### src/hdl/cdma_pkg.sv
// Shared types and constants of the counter delta moving average unit.
package cdma_pkg;

  // Width of one absolute sector counter.
  localparam int unsigned CNT_W = 32;
  // Width of one halved delta (kilobytes).
  localparam int unsigned DELTA_W = CNT_W - 1;
  // Width of the window length register.
  localparam int unsigned WIN_W = 5;
  // Largest window the register can express.
  localparam int unsigned WIN_MAX = (1 << WIN_W) - 1;
  // Width of a per-direction window sum: WIN_MAX deltas of DELTA_W bits.
  localparam int unsigned SUM_W = DELTA_W + WIN_W;
  // Q8 fraction bits of the averages.
  localparam int unsigned FRAC_W = 8;
  // Divider lane width: total sum (SUM_W + 1) shifted by FRAC_W, made even.
  localparam int unsigned DVD_W = ((SUM_W + 1 + FRAC_W + 1) / 2) * 2;
  // Quotient bits resolved per divider cycle.
  localparam int unsigned DIV_RADIX_BITS = 2;
  // Divider steps per division.
  localparam int unsigned DIV_STEPS = DVD_W / DIV_RADIX_BITS;

  // Output field widths.
  localparam int unsigned AVG_TOTAL_W = 40;
  localparam int unsigned AVG_DIR_W = 39;

  // One history slot; the total slot is always rd + wr and is not stored.
  typedef struct packed {
    logic [DELTA_W-1:0] wr;
    logic [DELTA_W-1:0] rd;
  } hist_entry_t;

  localparam int unsigned ENTRY_W = $bits(hist_entry_t);

  // Three divider lanes: dividends going in, quotients coming out.
  typedef struct packed {
    logic [DVD_W-1:0] total;
    logic [DVD_W-1:0] rd;
    logic [DVD_W-1:0] wr;
  } div_lanes_t;

endpackage

### src/hdl/cdma_hist_ram.sv
// History memory: one write and one registered read port, entries read zero until written.
module cdma_hist_ram #(
  parameter int unsigned DEPTH = 16,
  parameter int unsigned AW    = 4
) (
  input  logic                 clk_i,
  input  logic                 rst_ni,
  input  logic                 we_i,
  input  logic [AW-1:0]        waddr_i,
  input  cdma_pkg::hist_entry_t wdata_i,
  input  logic                 re_i,
  input  logic [AW-1:0]        raddr_i,
  output cdma_pkg::hist_entry_t rdata_o
);

  cdma_pkg::hist_entry_t mem [DEPTH];
  cdma_pkg::hist_entry_t rdata_q;
  logic [DEPTH-1:0]      valid_q;
  logic                  rvld_q;

  // Storage array and read data register
  always_ff @(posedge clk_i) begin
    if (we_i) begin
      mem[waddr_i] <= wdata_i;
    end
    if (re_i) begin
      rdata_q <= mem[raddr_i];
    end
  end

  // Written-entry flags, cleared at reset so history starts at zero
  always_ff @(posedge clk_i or negedge rst_ni) begin
    if (!rst_ni) begin
      valid_q <= '0;
      rvld_q  <= 1'b0;
    end else begin
      if (we_i) begin
        valid_q[waddr_i] <= 1'b1;
      end
      if (re_i) begin
        rvld_q <= valid_q[raddr_i];
      end
    end
  end

  // Mask entries never written
  assign rdata_o = rvld_q ? rdata_q : '0;

endmodule

### src/hdl/cdma_div3.sv
// Three-lane radix-4 restoring divider by a small shared divisor.
module cdma_div3 (
  input  logic                              clk_i,
  input  logic                              rst_ni,
  input  logic                              start_i,
  input  logic [cdma_pkg::WIN_W-1:0]        divisor_i,
  input  cdma_pkg::div_lanes_t              dividend_i,
  output logic                              done_o,
  output cdma_pkg::div_lanes_t              quot_o
);

  localparam int unsigned DW = cdma_pkg::DVD_W;
  localparam int unsigned RW = cdma_pkg::WIN_W;
  localparam int unsigned CW = $clog2(cdma_pkg::DIV_STEPS + 1);

  logic [DW-1:0] dvd_q [3];
  logic [DW-1:0] dvd_d [3];
  logic [RW-1:0] rem_q [3];
  logic [RW-1:0] rem_d [3];
  logic [RW-1:0] div_q;
  logic [CW-1:0] cnt_q;
  logic          busy_q;
  logic          done_q;

  // Two restoring steps per lane per cycle; quotient bits shift in from the bottom
  always_comb begin
    logic [RW:0]   t;
    logic [RW-1:0] rem;
    logic [DW-1:0] dvd;
    t   = '0;
    rem = '0;
    dvd = '0;
    for (int l = 0; l < 3; l++) begin
      rem = rem_q[l];
      dvd = dvd_q[l];
      for (int s = 0; s < cdma_pkg::DIV_RADIX_BITS; s++) begin
        t   = {rem, dvd[DW-1]};
        dvd = {dvd[DW-2:0], 1'b0};
        if (t >= {1'b0, div_q}) begin
          rem    = RW'(t - {1'b0, div_q});
          dvd[0] = 1'b1;
        end else begin
          rem = t[RW-1:0];
        end
      end
      rem_d[l] = rem;
      dvd_d[l] = dvd;
    end
  end

  // Lane registers: load on start, advance while busy, hold the quotient after
  always_ff @(posedge clk_i) begin
    if (start_i) begin
      dvd_q[0] <= dividend_i.total;
      dvd_q[1] <= dividend_i.rd;
      dvd_q[2] <= dividend_i.wr;
      for (int l = 0; l < 3; l++) begin
        rem_q[l] <= '0;
      end
      div_q <= divisor_i;
    end else if (busy_q) begin
      for (int l = 0; l < 3; l++) begin
        dvd_q[l] <= dvd_d[l];
        rem_q[l] <= rem_d[l];
      end
    end
  end

  // Step counter and completion pulse
  always_ff @(posedge clk_i or negedge rst_ni) begin
    if (!rst_ni) begin
      busy_q <= 1'b0;
      done_q <= 1'b0;
      cnt_q  <= '0;
    end else begin
      done_q <= 1'b0;
      if (start_i) begin
        busy_q <= 1'b1;
        cnt_q  <= CW'(cdma_pkg::DIV_STEPS);
      end else if (busy_q) begin
        cnt_q <= cnt_q - CW'(1);
        if (cnt_q == CW'(1)) begin
          busy_q <= 1'b0;
          done_q <= 1'b1;
        end
      end
    end
  end

  assign done_o      = done_q;
  assign quot_o.total = dvd_q[0];
  assign quot_o.rd    = dvd_q[1];
  assign quot_o.wr    = dvd_q[2];

endmodule

### src/hdl/counter_delta_moving_average_unit.sv
// Counter delta moving average unit: top level with the window walk sequencer.
// Each input beat carries absolute read and write sector counters; the unit turns them into
// halved deltas (kilobytes), rebasing to zero delta whenever a counter steps backwards or on
// the first beat after reset, and returns one beat with the Q8 truncated averages of the
// newest n slots of the read, write and total histories, n being window_length clamped to
// 1..HISTORY_DEPTH, and never above WIN_MAX (31). One beat is handled at a time: the gap from
// one acceptance to the earliest next one is set by the walk over the history memory (one
// slot read and shifted per cycle) and by the shared divider, which resolves two quotient
// bits per cycle. A finished result sits in the output register, so the next beat can be
// accepted while it waits; the unit only stalls when a new result is ready and the previous
// one has still not been taken. window_length should only be written while the unit is idle.
module counter_delta_moving_average_unit #(
  parameter int unsigned HISTORY_DEPTH = 16
) (
  input  logic                        clk_i,
  input  logic                        rst_ni,
  // Configuration: window_length
  input  logic                        cfg_we_i,
  input  logic [cdma_pkg::WIN_W-1:0]  cfg_wdata_i,
  // Input stream
  input  logic                        s_axis_tvalid_i,
  output logic                        s_axis_tready_o,
  // [31:0] read_sectors, [63:32] write_sectors
  input  logic [63:0]                 s_axis_tdata_i,
  // Output stream
  output logic                        m_axis_tvalid_o,
  input  logic                        m_axis_tready_i,
  // [39:0] avg_total_q8, [78:40] avg_read_q8, [117:79] avg_write_q8, [119:118] zero
  output logic [119:0]                m_axis_tdata_o
);

  localparam int unsigned AW = (HISTORY_DEPTH > 1) ? $clog2(HISTORY_DEPTH) : 1;
  localparam int unsigned WW = cdma_pkg::WIN_W;
  localparam int unsigned DEPTH_CAP =
    (HISTORY_DEPTH > cdma_pkg::WIN_MAX) ? cdma_pkg::WIN_MAX : HISTORY_DEPTH;
  localparam logic [WW-1:0] DEPTH_N = WW'(DEPTH_CAP);
  localparam int unsigned CW = cdma_pkg::CNT_W;
  localparam int unsigned SW = cdma_pkg::SUM_W;
  localparam int unsigned DW = cdma_pkg::DVD_W;
  localparam int unsigned FW = cdma_pkg::FRAC_W;

  // Sequencer states
  localparam logic [2:0] ST_IDLE  = 3'd0;
  localparam logic [2:0] ST_WALK  = 3'd1;
  localparam logic [2:0] ST_DRAIN = 3'd2;
  localparam logic [2:0] ST_WR1   = 3'd3;
  localparam logic [2:0] ST_WR0   = 3'd4;
  localparam logic [2:0] ST_DIV   = 3'd5;
  localparam logic [2:0] ST_FIN   = 3'd6;

  logic [2:0]     state_q, state_d;
  logic [WW-1:0]  win_q;
  logic [WW-1:0]  n_eff;
  logic [WW-1:0]  n_q;
  logic [WW-1:0]  idx_q, idx_d;
  logic [WW-1:0]  rd_slot_q;
  logic [WW-1:0]  wb_slot;
  logic           rd_pend_q;
  logic [CW-1:0]  prev_rd_q, prev_wr_q;
  logic [CW-1:0]  in_rd, in_wr;
  logic           rebase;
  logic [CW-1:0]  diff_rd, diff_wr;
  cdma_pkg::hist_entry_t new_q, new_d;
  logic [SW-1:0]  sum_rd_q, sum_wr_q;
  logic [SW:0]    sum_tot;
  logic           in_acc;

  logic                  ram_we, ram_re;
  logic [AW-1:0]         ram_waddr, ram_raddr;
  cdma_pkg::hist_entry_t ram_wdata, ram_rdata;

  logic                 div_start, div_done;
  cdma_pkg::div_lanes_t div_dvd, div_quot;

  logic                 out_vld_q;
  logic [119:0]         out_data_q;
  logic                 out_free;

  assign in_rd  = s_axis_tdata_i[31:0];
  assign in_wr  = s_axis_tdata_i[63:32];
  assign in_acc = s_axis_tvalid_i && s_axis_tready_o;
  assign s_axis_tready_o = (state_q == ST_IDLE);

  // Clamp window to 1..depth
  always_comb begin
    if (win_q == '0) begin
      n_eff = WW'(1);
    end else if (win_q > DEPTH_N) begin
      n_eff = DEPTH_N;
    end else begin
      n_eff = win_q;
    end
  end

  // Halved deltas, zero when a counter stepped backwards
  assign rebase  = (in_rd < prev_rd_q) || (in_wr < prev_wr_q);
  assign diff_rd = rebase ? '0 : (in_rd - prev_rd_q);
  assign diff_wr = rebase ? '0 : (in_wr - prev_wr_q);
  assign new_d.rd = diff_rd[CW-1:1];
  assign new_d.wr = diff_wr[CW-1:1];

  // Window register
  always_ff @(posedge clk_i or negedge rst_ni) begin
    if (!rst_ni) begin
      win_q <= WW'(2);
    end else if (cfg_we_i) begin
      win_q <= cfg_wdata_i;
    end
  end

  // Sequencer next state and read pointer
  always_comb begin
    state_d = state_q;
    idx_d   = idx_q;
    case (state_q)
      ST_IDLE: begin
        if (in_acc) begin
          idx_d   = n_eff - WW'(1);
          state_d = (n_eff == WW'(1)) ? ST_WR0 : ST_WALK;
        end
      end
      ST_WALK: begin
        if (idx_q == WW'(1)) begin
          state_d = ST_DRAIN;
        end else begin
          idx_d = idx_q - WW'(1);
        end
      end
      ST_DRAIN: state_d = ST_WR1;
      ST_WR1:   state_d = ST_WR0;
      ST_WR0:   state_d = ST_DIV;
      ST_DIV: begin
        if (div_done) begin
          state_d = ST_FIN;
        end
      end
      ST_FIN: begin
        if (out_free) begin
          state_d = ST_IDLE;
        end
      end
      default: state_d = ST_IDLE;
    endcase
  end

  // Memory ports: read slots n-1 down to 1, write slots n-2..1 one slot up, then slots 1 and 0
  assign wb_slot = rd_slot_q + WW'(1);
  always_comb begin
    ram_re    = (state_q == ST_WALK);
    ram_raddr = AW'(idx_q);
    ram_we    = 1'b0;
    ram_waddr = '0;
    ram_wdata = new_q;
    if (rd_pend_q) begin
      ram_we    = (rd_slot_q != n_q - WW'(1));
      ram_waddr = AW'(wb_slot);
      ram_wdata = ram_rdata;
    end else if (state_q == ST_WR1) begin
      ram_we    = 1'b1;
      ram_waddr = AW'(1);
    end else if (state_q == ST_WR0) begin
      ram_we    = 1'b1;
      ram_waddr = '0;
    end
  end

  // Control registers
  always_ff @(posedge clk_i or negedge rst_ni) begin
    if (!rst_ni) begin
      state_q   <= ST_IDLE;
      idx_q     <= '0;
      n_q       <= WW'(1);
      rd_pend_q <= 1'b0;
      rd_slot_q <= '0;
      prev_rd_q <= '1;
      prev_wr_q <= '1;
    end else begin
      state_q   <= state_d;
      idx_q     <= idx_d;
      rd_pend_q <= ram_re;
      if (ram_re) begin
        rd_slot_q <= idx_q;
      end
      if (in_acc) begin
        n_q       <= n_eff;
        prev_rd_q <= in_rd;
        prev_wr_q <= in_wr;
      end
    end
  end

  // Newest slot and running window sums
  always_ff @(posedge clk_i) begin
    if (in_acc) begin
      new_q    <= new_d;
      sum_rd_q <= SW'(new_d.rd);
      sum_wr_q <= SW'(new_d.wr);
    end else if (rd_pend_q) begin
      sum_rd_q <= sum_rd_q + SW'(ram_rdata.rd);
      sum_wr_q <= sum_wr_q + SW'(ram_rdata.wr);
    end
  end

  // Scale sums to Q8 and divide by the window
  assign sum_tot        = {1'b0, sum_rd_q} + {1'b0, sum_wr_q};
  assign div_start      = (state_q == ST_WR0);
  assign div_dvd.total  = DW'({sum_tot, FW'(0)});
  assign div_dvd.rd     = DW'({sum_rd_q, FW'(0)});
  assign div_dvd.wr     = DW'({sum_wr_q, FW'(0)});

  cdma_hist_ram #(
    .DEPTH (HISTORY_DEPTH),
    .AW    (AW)
  ) u_hist_ram (
    .clk_i   (clk_i),
    .rst_ni  (rst_ni),
    .we_i    (ram_we),
    .waddr_i (ram_waddr),
    .wdata_i (ram_wdata),
    .re_i    (ram_re),
    .raddr_i (ram_raddr),
    .rdata_o (ram_rdata)
  );

  cdma_div3 u_div3 (
    .clk_i      (clk_i),
    .rst_ni     (rst_ni),
    .start_i    (div_start),
    .divisor_i  (n_q),
    .dividend_i (div_dvd),
    .done_o     (div_done),
    .quot_o     (div_quot)
  );

  // Output register
  assign out_free = !out_vld_q || m_axis_tready_i;

  always_ff @(posedge clk_i or negedge rst_ni) begin
    if (!rst_ni) begin
      out_vld_q <= 1'b0;
    end else if (state_q == ST_FIN && out_free) begin
      out_vld_q <= 1'b1;
    end else if (m_axis_tready_i) begin
      out_vld_q <= 1'b0;
    end
  end

  always_ff @(posedge clk_i) begin
    if (state_q == ST_FIN && out_free) begin
      out_data_q <= {2'b00,
                     div_quot.wr[cdma_pkg::AVG_DIR_W-1:0],
                     div_quot.rd[cdma_pkg::AVG_DIR_W-1:0],
                     div_quot.total[cdma_pkg::AVG_TOTAL_W-1:0]};
    end
  end

  assign m_axis_tvalid_o = out_vld_q;
  assign m_axis_tdata_o  = out_data_q;

endmodule

### config.mk
export PLATFORM = sky130hd
export DESIGN_NAME = counter_delta_moving_average_unit
export DESIGN_NICKNAME = d
export VERILOG_FILES = /design/src/hdl/cdma_pkg.sv /design/src/hdl/cdma_hist_ram.sv /design/src/hdl/cdma_div3.sv /design/src/hdl/counter_delta_moving_average_unit.sv
export SDC_FILE = /design/constraint.sdc
export NUM_CORES = 2
export LEC_CHECK = 0
export ABC_AREA = 1
export CORE_ASPECT_RATIO = 1.2
export CORE_UTILIZATION = 33
export CTS_BUF_LIST = sky130_fd_sc_hd__clkbuf_8
export CTS_CLUSTER_DIAMETER = 30
export DETAILED_ROUTE_END_ITERATION = 10
export DONT_BUFFER_PORTS = 1
export SLEW_MARGIN = 10
export SYNTH_ARGS = -nofsm -noshare
export SYNTH_HDL_FRONTEND = slang
export SYNTH_SLANG_ARGS = --single-unit
export TNS_END_PERCENT = 1
### constraint.sdc
create_clock -name clk_i -period 6.5 [get_ports clk_i]
set_clock_uncertainty 0.2 [all_clocks]
set_input_delay 1.3 -clock clk_i [delete_from_list [all_inputs] [get_ports clk_i]]
set_output_delay 1.3 -clock clk_i [all_outputs]
set_load 0.02 [all_outputs]
# ---- After elaboration in Yosys (flattened, before gate mapping)
# Memories as Yosys holds them, arrays and structs flattened. A register that Yosys moved wholly into a read port is not among the register bits.
# Index checks and enable logic that the tools add are counted.
dict set report totals {
  mem_count 3
  wordCells 151
  in_bits 74
  regBits 370
  ramBits 1145
}
# name words width rd rd_clocked_by_memory_dff write_ports line
set memory_table {}
lappend memory_table {u_hist_ram.mem 16 62 1 1 1 cdma_hist_ram.sv:16} ;# cdma_pkg::hist_entry_t mem [DEPTH];
lappend memory_table {u_div3.dvd_q 3 46 3 0 3 cdma_div3.sv:16} ;# logic [DW-1:0] dvd_q [3];
lappend memory_table {u_div3.rem_q 3 5 3 0 3 cdma_div3.sv:18} ;# logic [RW-1:0] rem_q [3];
dict set report classes {
  n_eq_ne 15
  order_cmp 12
  mux 62
  bitwise 7
  add_sub_neg 16
  reduce_logical 14
}
# op n
set ops {}
lappend ops {{$mux 46} 3}
lappend ops {{$mux 31} 4}
lappend ops {{$mux 62} 2}
lappend ops {{$mux 5} 15}
lappend ops {{$add 36x31->36} 2}
lappend ops {{$lt 32x32->1} 2}
lappend ops {{$mux 32} 2}
lappend ops {{$sub 32x32->32} 2}
lappend ops {{$add 36x36->37} 1}
lappend ops {{$ge 6x5->1} 6}
lappend ops {{$sub 5x5->5} 6}
lappend ops {{$mux 1} 26}
lappend ops {{$pmux 3 s7} 1}
lappend ops {{$sub 5x1->5 const B} 4}
lappend ops {{$or 16x16->16} 1}
lappend ops {{$eq 5x1->1 const B} 3}
lappend ops {{$mux 3} 5}
lappend ops {{$lt 4x5->1 const B} 2}
lappend ops {{$pmux 5 s2} 1}
lappend ops {{$eq 3x3->1 const B} 3}
lappend ops {{$reduce_bool 2->1} 4}
lappend ops {{$eq 3x2->1 const B} 2}
lappend ops {{$ne 2x1->1 const B} 3}
lappend ops {{$or 1x1->1} 6}
lappend ops {{other kinds (16)} 20}

# ---- Depth between registers and ports, before layout
dict set report depth {
  ltp_word 8
  depth_mapped 21
}

# ---- Hierarchy
# Synthesis repeated with hierarchy kept, for this count alone.
dict set report hier_totals {
  hier_cells 7627
  hier_area_um2 75879.0
}
# mod cells_per_inst n_inst area_each_um2
set by_module_without_submodules {}
lappend by_module_without_submodules {cdma_hist_ram 3167 1 42005.3}
lappend by_module_without_submodules {counter_delta_moving_average_unit 3514 1 25259.2}
lappend by_module_without_submodules {cdma_div3 946 1 8614.5}

# ---- Worst setup path after synthesis
# Ideal clock, no wire load.
dict set report synth_timing {
  path_type {input to register}
  startpoint {input port m_axis_tready_i}
  endpoint {register out_data_q[0] (netlist: m_axis_tdata_o[0]) (read register of u_div3.dvd_q) (enable)}
  t_required_ns 5.702
  arrival_time_ns 6.232
  cell_stages 2
  n_path_buf 0
  setup_slack_ns -0.530
  path_cell_list {nor2_1 > nor2_1}
}
dict set report synth_via {
  elab_chain_len 2
}
# element line
set synth_lines {}
lappend synth_lines {{from (decl)} counter_delta_moving_average_unit.sv:27} ;# input logic m_axis_tready_i,
lappend synth_lines {{$logic_or 1x1->1} counter_delta_moving_average_unit.sv:236} ;# assign out_free = !out_vld_q || m_axis_tready_i;
lappend synth_lines {{$logic_and 1x1->1} counter_delta_moving_average_unit.sv:249} ;# if (state_q == ST_FIN && out_free) begin
lappend synth_lines {{to (decl)} counter_delta_moving_average_unit.sv:76} ;# logic [119:0] out_data_q;
# Every way passes these cells.
# A chain may end at the register's enable or synchronous reset.

# ---- Worst setup path after layout
dict set report layout_timing {
  startpoint {register u_hist_ram.rvld_q}
  endpoint {register sum_wr_q[26] (data pin)}
}
dict set report layout_via {
  elab_chain_len 4
}
# element line
set layout_lines {}
lappend layout_lines {{from (decl)} cdma_hist_ram.sv:19} ;# logic rvld_q;
lappend layout_lines {{from (signal assigned)} cdma_hist_ram.sv:41} ;# rvld_q <= valid_q[raddr_i];
lappend layout_lines {{$mux 62} cdma_hist_ram.sv:47} ;# assign rdata_o = rvld_q ? rdata_q : '0;
lappend layout_lines {{$add 36x31->36} counter_delta_moving_average_unit.sv:200} ;# sum_wr_q <= sum_wr_q + SW'(ram_rdata.wr);
lappend layout_lines {{$mux 31} counter_delta_moving_average_unit.sv:198} ;# end else if (rd_pend_q) begin
lappend layout_lines {{$mux 31} counter_delta_moving_average_unit.sv:194} ;# if (in_acc) begin
lappend layout_lines {{to (signal assigned)} counter_delta_moving_average_unit.sv:197} ;# sum_wr_q <= SW'(new_d.wr);
lappend layout_lines {{to (signal assigned)} counter_delta_moving_average_unit.sv:200}
lappend layout_lines {{to (decl)} counter_delta_moving_average_unit.sv:64} ;# logic [SW-1:0] sum_rd_q, sum_wr_q;
# Every way passes these cells. The select of a mux whose other input is x is not followed.

==> results <==
- The flow ran to the end, and the final reports show no timing, DRC or antenna violations.
- The count of pins over their slew limit came to 0.
- Yosys mapped a number of flops with a built-in enable equal to 1454.
- Once detail routing completed, the nets flagged for antenna violations numbered 0.
- The proportion of register bits with asynchronous set or reset after synthesis is 7.17%.
- The fmax is 246 MHz.
- After synthesis, the netlist uses 50 different library cells.
- The detailed router placed 54800 vias in this run.
- The worst hold slack is 0.0990 ns.
- Summing all multi-input logic gate instances after layout gives 23800 sq um.
- The first detailed-routing pass ran for 8 iterations.
- After synthesis the netlist holds a flip-flop and latch count of 1577.
- The floorplan step defined a die boundary enclosing 227000 sq um.
- The part of the cycle the worst path needs is 62.7%.
- Relative to the synthesized area, the layout overhead comes to 13.4%.
- The number of synthesis warnings is 0.
- Measured against its own limit, the worst slew margin works out to 17.8%.
- After technology mapping, the gate count stands at 7385.
- Counting every sink on the clock net gives 1577.
- The proportion of synthesized chip area in sequential cells is 62.9%.
- TritonCTS built the clock tree.
- The clock-pin transition on the worst setup and hold timing paths is 0.06 ns.
- Power spread over the standard cell area amounts to 263 nW/um^2.
- The number of antenna violations at the first check in global routing is 4.
- Yosys instantiated no cell more often than sky130_fd_sc_hd__nand2_1.
- The transition time of the tightest slew-check pin is 1.23 ns.
- Of all nets on the critical path, the largest fanout is 31.
- The core area is 223000 sq um.
- The ratio of cells with drive above 1 in the final layout is 9.10%.
- In the final design database the tool counted 7801 nets.
- The top-level I/O count is 196.
- The width of the chip is 435 microns.
- Port buffering added 0 buffers.
- The via count of the first global-routing pass is 53900.
- The cell at the root of the clock tree is sky130_fd_sc_hd__clkbuf_8.
- The critical path starts at u_hist_ram.rvld_q$_DFFE_PN0P_.
- The worst hold path belongs to the class in -> async.
- In this run the deepest clock path goes through 4 buffers.
- By area the synthesized netlist is led by sky130_fd_sc_hd__edfxtp_1, sky130_fd_sc_hd__nand2_1, sky130_fd_sc_hd__o21ai_0.
- The maximum VDD drop is 0.000235 V.
- The post-synth design cell area is 74300 sq um.
- The max-capacitance violation count is 0.
- The hold violation total from the final report is 0.
- The final critical-path setup slack is 2.43 ns.
- After synthesis, the most frequently instantiated cells are sky130_fd_sc_hd__nand2_1, sky130_fd_sc_hd__edfxtp_1, sky130_fd_sc_hd__nor2_1, sky130_fd_sc_hd__o21ai_0, sky130_fd_sc_hd__inv_1.
- The post-detailed-routing wire length is 241 mm.
- Clock latency on the worst-skew pair, taken at its later pin, is 1.04 ns.
- Setup violations remaining at the end of the flow were counted as 0.
- The data arrival time of the worst path is 4.63 ns.
- Dividing the detail-routed wire length by the instance count gives 22.5 microns.
- The detailed router's first-iteration violation count is 5054.
- sky130_fd_sc_hd__edfxtp_1 takes more of the synthesized area than any other cell.
- Once the floorplan was initialized, standard cells occupied 33.3% of the core.
- The number of design rule violations left after detail routing is 0.
- Summing all flip-flop and latch instances after layout gives 46800 sq um.
- Global routing consumed, over all layers together, 20.6% of the routing resources.
- The total grt overflow is 0.
- The flip-flop cell with the highest count after synthesis is sky130_fd_sc_hd__edfxtp_1.
- Of the post-synthesis cell area, the dominant cell type holds 58.7%.
- At the placement stage, the worst setup path has a slack of 2.14 ns.
- The wire length of the first global-routing pass is 351 mm.
- At the worst endpoint, the required time is 7.06 ns.
- The count of standard-cell rows is 190.
- In this run the critical register-to-register path is launched from u_hist_ram.rvld_q$_DFFE_PN0P_.
- The accumulated negative setup slack is 0 ns.
- The pin count of the biggest net entering global routing is 175.
- In this run, CTS created clock tree buffers numbering 297.
- After layout, the minimum clock period comes to 4.07 ns.
- In this run the static leakage power is 32.6 nW.
- Each instance of the synthesized netlist takes up on average 10.1 sq um.
- The critical path is of the reg -> reg type.
- Routability-driven placement finished with a final weighted congestion of 0.966.
- The y dimension of the die is 522 microns.
- STA classifies the critical path startpoint as a flop.
- The fill cell instance count of the final layout is 22100.
- The filler-free cell count of the finished design is 10700.
- Setup repair after global routing left no endpoint under its margin.
- In the routed layout, each cell is associated on average with a via count of 5.12.
- The H-tree was split into 5 levels.
- The final HPWL from detailed placement is 160 mm.
- Including well taps, the total number of placed cells is 10200.
- The category of the worst setup path capture point is a flop.
## critical path, stage by stage (launching register included)
cell and delay, ns:
sky130_fd_sc_hd__dfrtp_2 0.94, sky130_fd_sc_hd__nand2_1 0.36, sky130_fd_sc_hd__inv_1 0.20, sky130_fd_sc_hd__ha_1 0.30
sky130_fd_sc_hd__a21oi_1 0.39, sky130_fd_sc_hd__o21ai_0 0.18, sky130_fd_sc_hd__a21oi_1 0.36, sky130_fd_sc_hd__nand3_1 0.30
sky130_fd_sc_hd__or2_2 0.35, sky130_fd_sc_hd__nand3_1 0.11, sky130_fd_sc_hd__nand2_1 0.06
## worst paths after layout
check / endpoint / slack [ns] / cells after the start
max: sum_wr_q[26]$_DFFE_PP_ / 2.43 / 10
max in group asynchronous: idx_q[1]$_DFFE_PN0P_ / 5.48 / 1
min in group clk_i: win_q[1]$_DFFE_PN1P_ / 0.12 / 1
min reg2reg: m_axis_tdata_o[83]$_DFFE_PP_ / 0.25 / 0
min: u_div3.cnt_q[1]$_DFFE_PN0P_ / 0.1 / 1
max reg2reg: sum_wr_q[26]$_DFFE_PP_ / 2.43 / 10
## area by class of cell
type	count	area share (%)
repair buffers	133	1.59
multi-input cells	4795	28.2
diodes	1	0.00297
inverters	714	3.21
clock inverters	204	2.11
flip-flops and latches	1577	55.5
clock buffers	302	4.93
well taps	2976	4.42
## layer usage
layer	up-vias	share of wire (%)	global-route usage (%)
met5	-	0.0054	0
li1	25600	-	-
met2	1941	50	35.8
met1	26900	40	25.3
met3	394	6.0	3.19
met4	2	4.3	9.27
## cells by family (layout without fill, tap and decap cells)
logic type | Yosys count | after routing | synth area share, %
adders and majority gates | 209 | 209 | 3.63
muxes | 1 | 1 | 0.0135
and+or+nand+nor | 3209 | 3209 | 17.4
AOI/OAI and AO/OA | 1274 | 1274 | 9.55
xor gates and xnor gates | 100 | 100 | 1.18
other | 1 | 3 | 0.00505
buffers and inverters | 1014 | 1353 | 5.28
DFF | 1577 | 1577 | 62.9
## state kept, by name (all words and copies together) (netlist names), 3 cells and up
register            count
idx_q                   5
u_div3.cnt_q            5
u_div3.rem_q           15
rd_slot_q               5
state_q                 3
m_axis_tdata_o        118
u_hist_ram.valid_q     16
u_hist_ram.mem        992
win_q                   5
prev_rd_q              32
u_div3.div_q            5
sum_wr_q               36
u_div3.dvd_q          138
u_hist_ram.rdata_q     62
prev_wr_q              32
new_q                  62
sum_rd_q               36
n_q                     5
## stage by stage
stage	power, mW	utilization [%]	area [sq um]
6_report	22.2	37.7	84300
5_1_grt	22.9	37.7	84300
4_1_cts	22.4	37.7	84300
3_5_place_dp	12.5	35.1	78300
3_3_place_gp	12.5	35.0	78300
2_1_floorplan	12.0	-	74300
## timing repair
item,CTS,global route
hold endpoints to repair,113,0
buffers inserted,0,0
gates resized for setup,0,0
setup endpoints to repair,0,0
hold buffers,1,0
## report_power, final
group / internal, mW / switching (mW)
clock: 5.53 / 4.30
sequential: 11.0 / 0.0208
combinational: 0.347 / 0.974
## layout by cell type, fill, tap and decap left out, drive strengths merged, types with 10 or more instances in the layout
cell	netlist	layout
dfstp	66	66
or2	26	26
clkinvlp	0	19
and2	18	18
edfxtp	1454	1454
o22ai	156	156
nand2	1842	1842
a21oi	190	190
dfrtp	47	47
ha	198	198
nor3	41	41
o221ai	97	97
nand3b	25	25
o21bai	12	12
bufinv	0	29
o211ai	35	35
nor2	880	880
clkbuf	213	302
fa	11	11
o21ai	765	765
inv	711	780
xnor2	60	60
xor2	40	40
buf	87	133
dfxtp	10	10
clkinv	3	90
nand4	36	36
nand3	331	331
(Power assumes the default switching activity.)
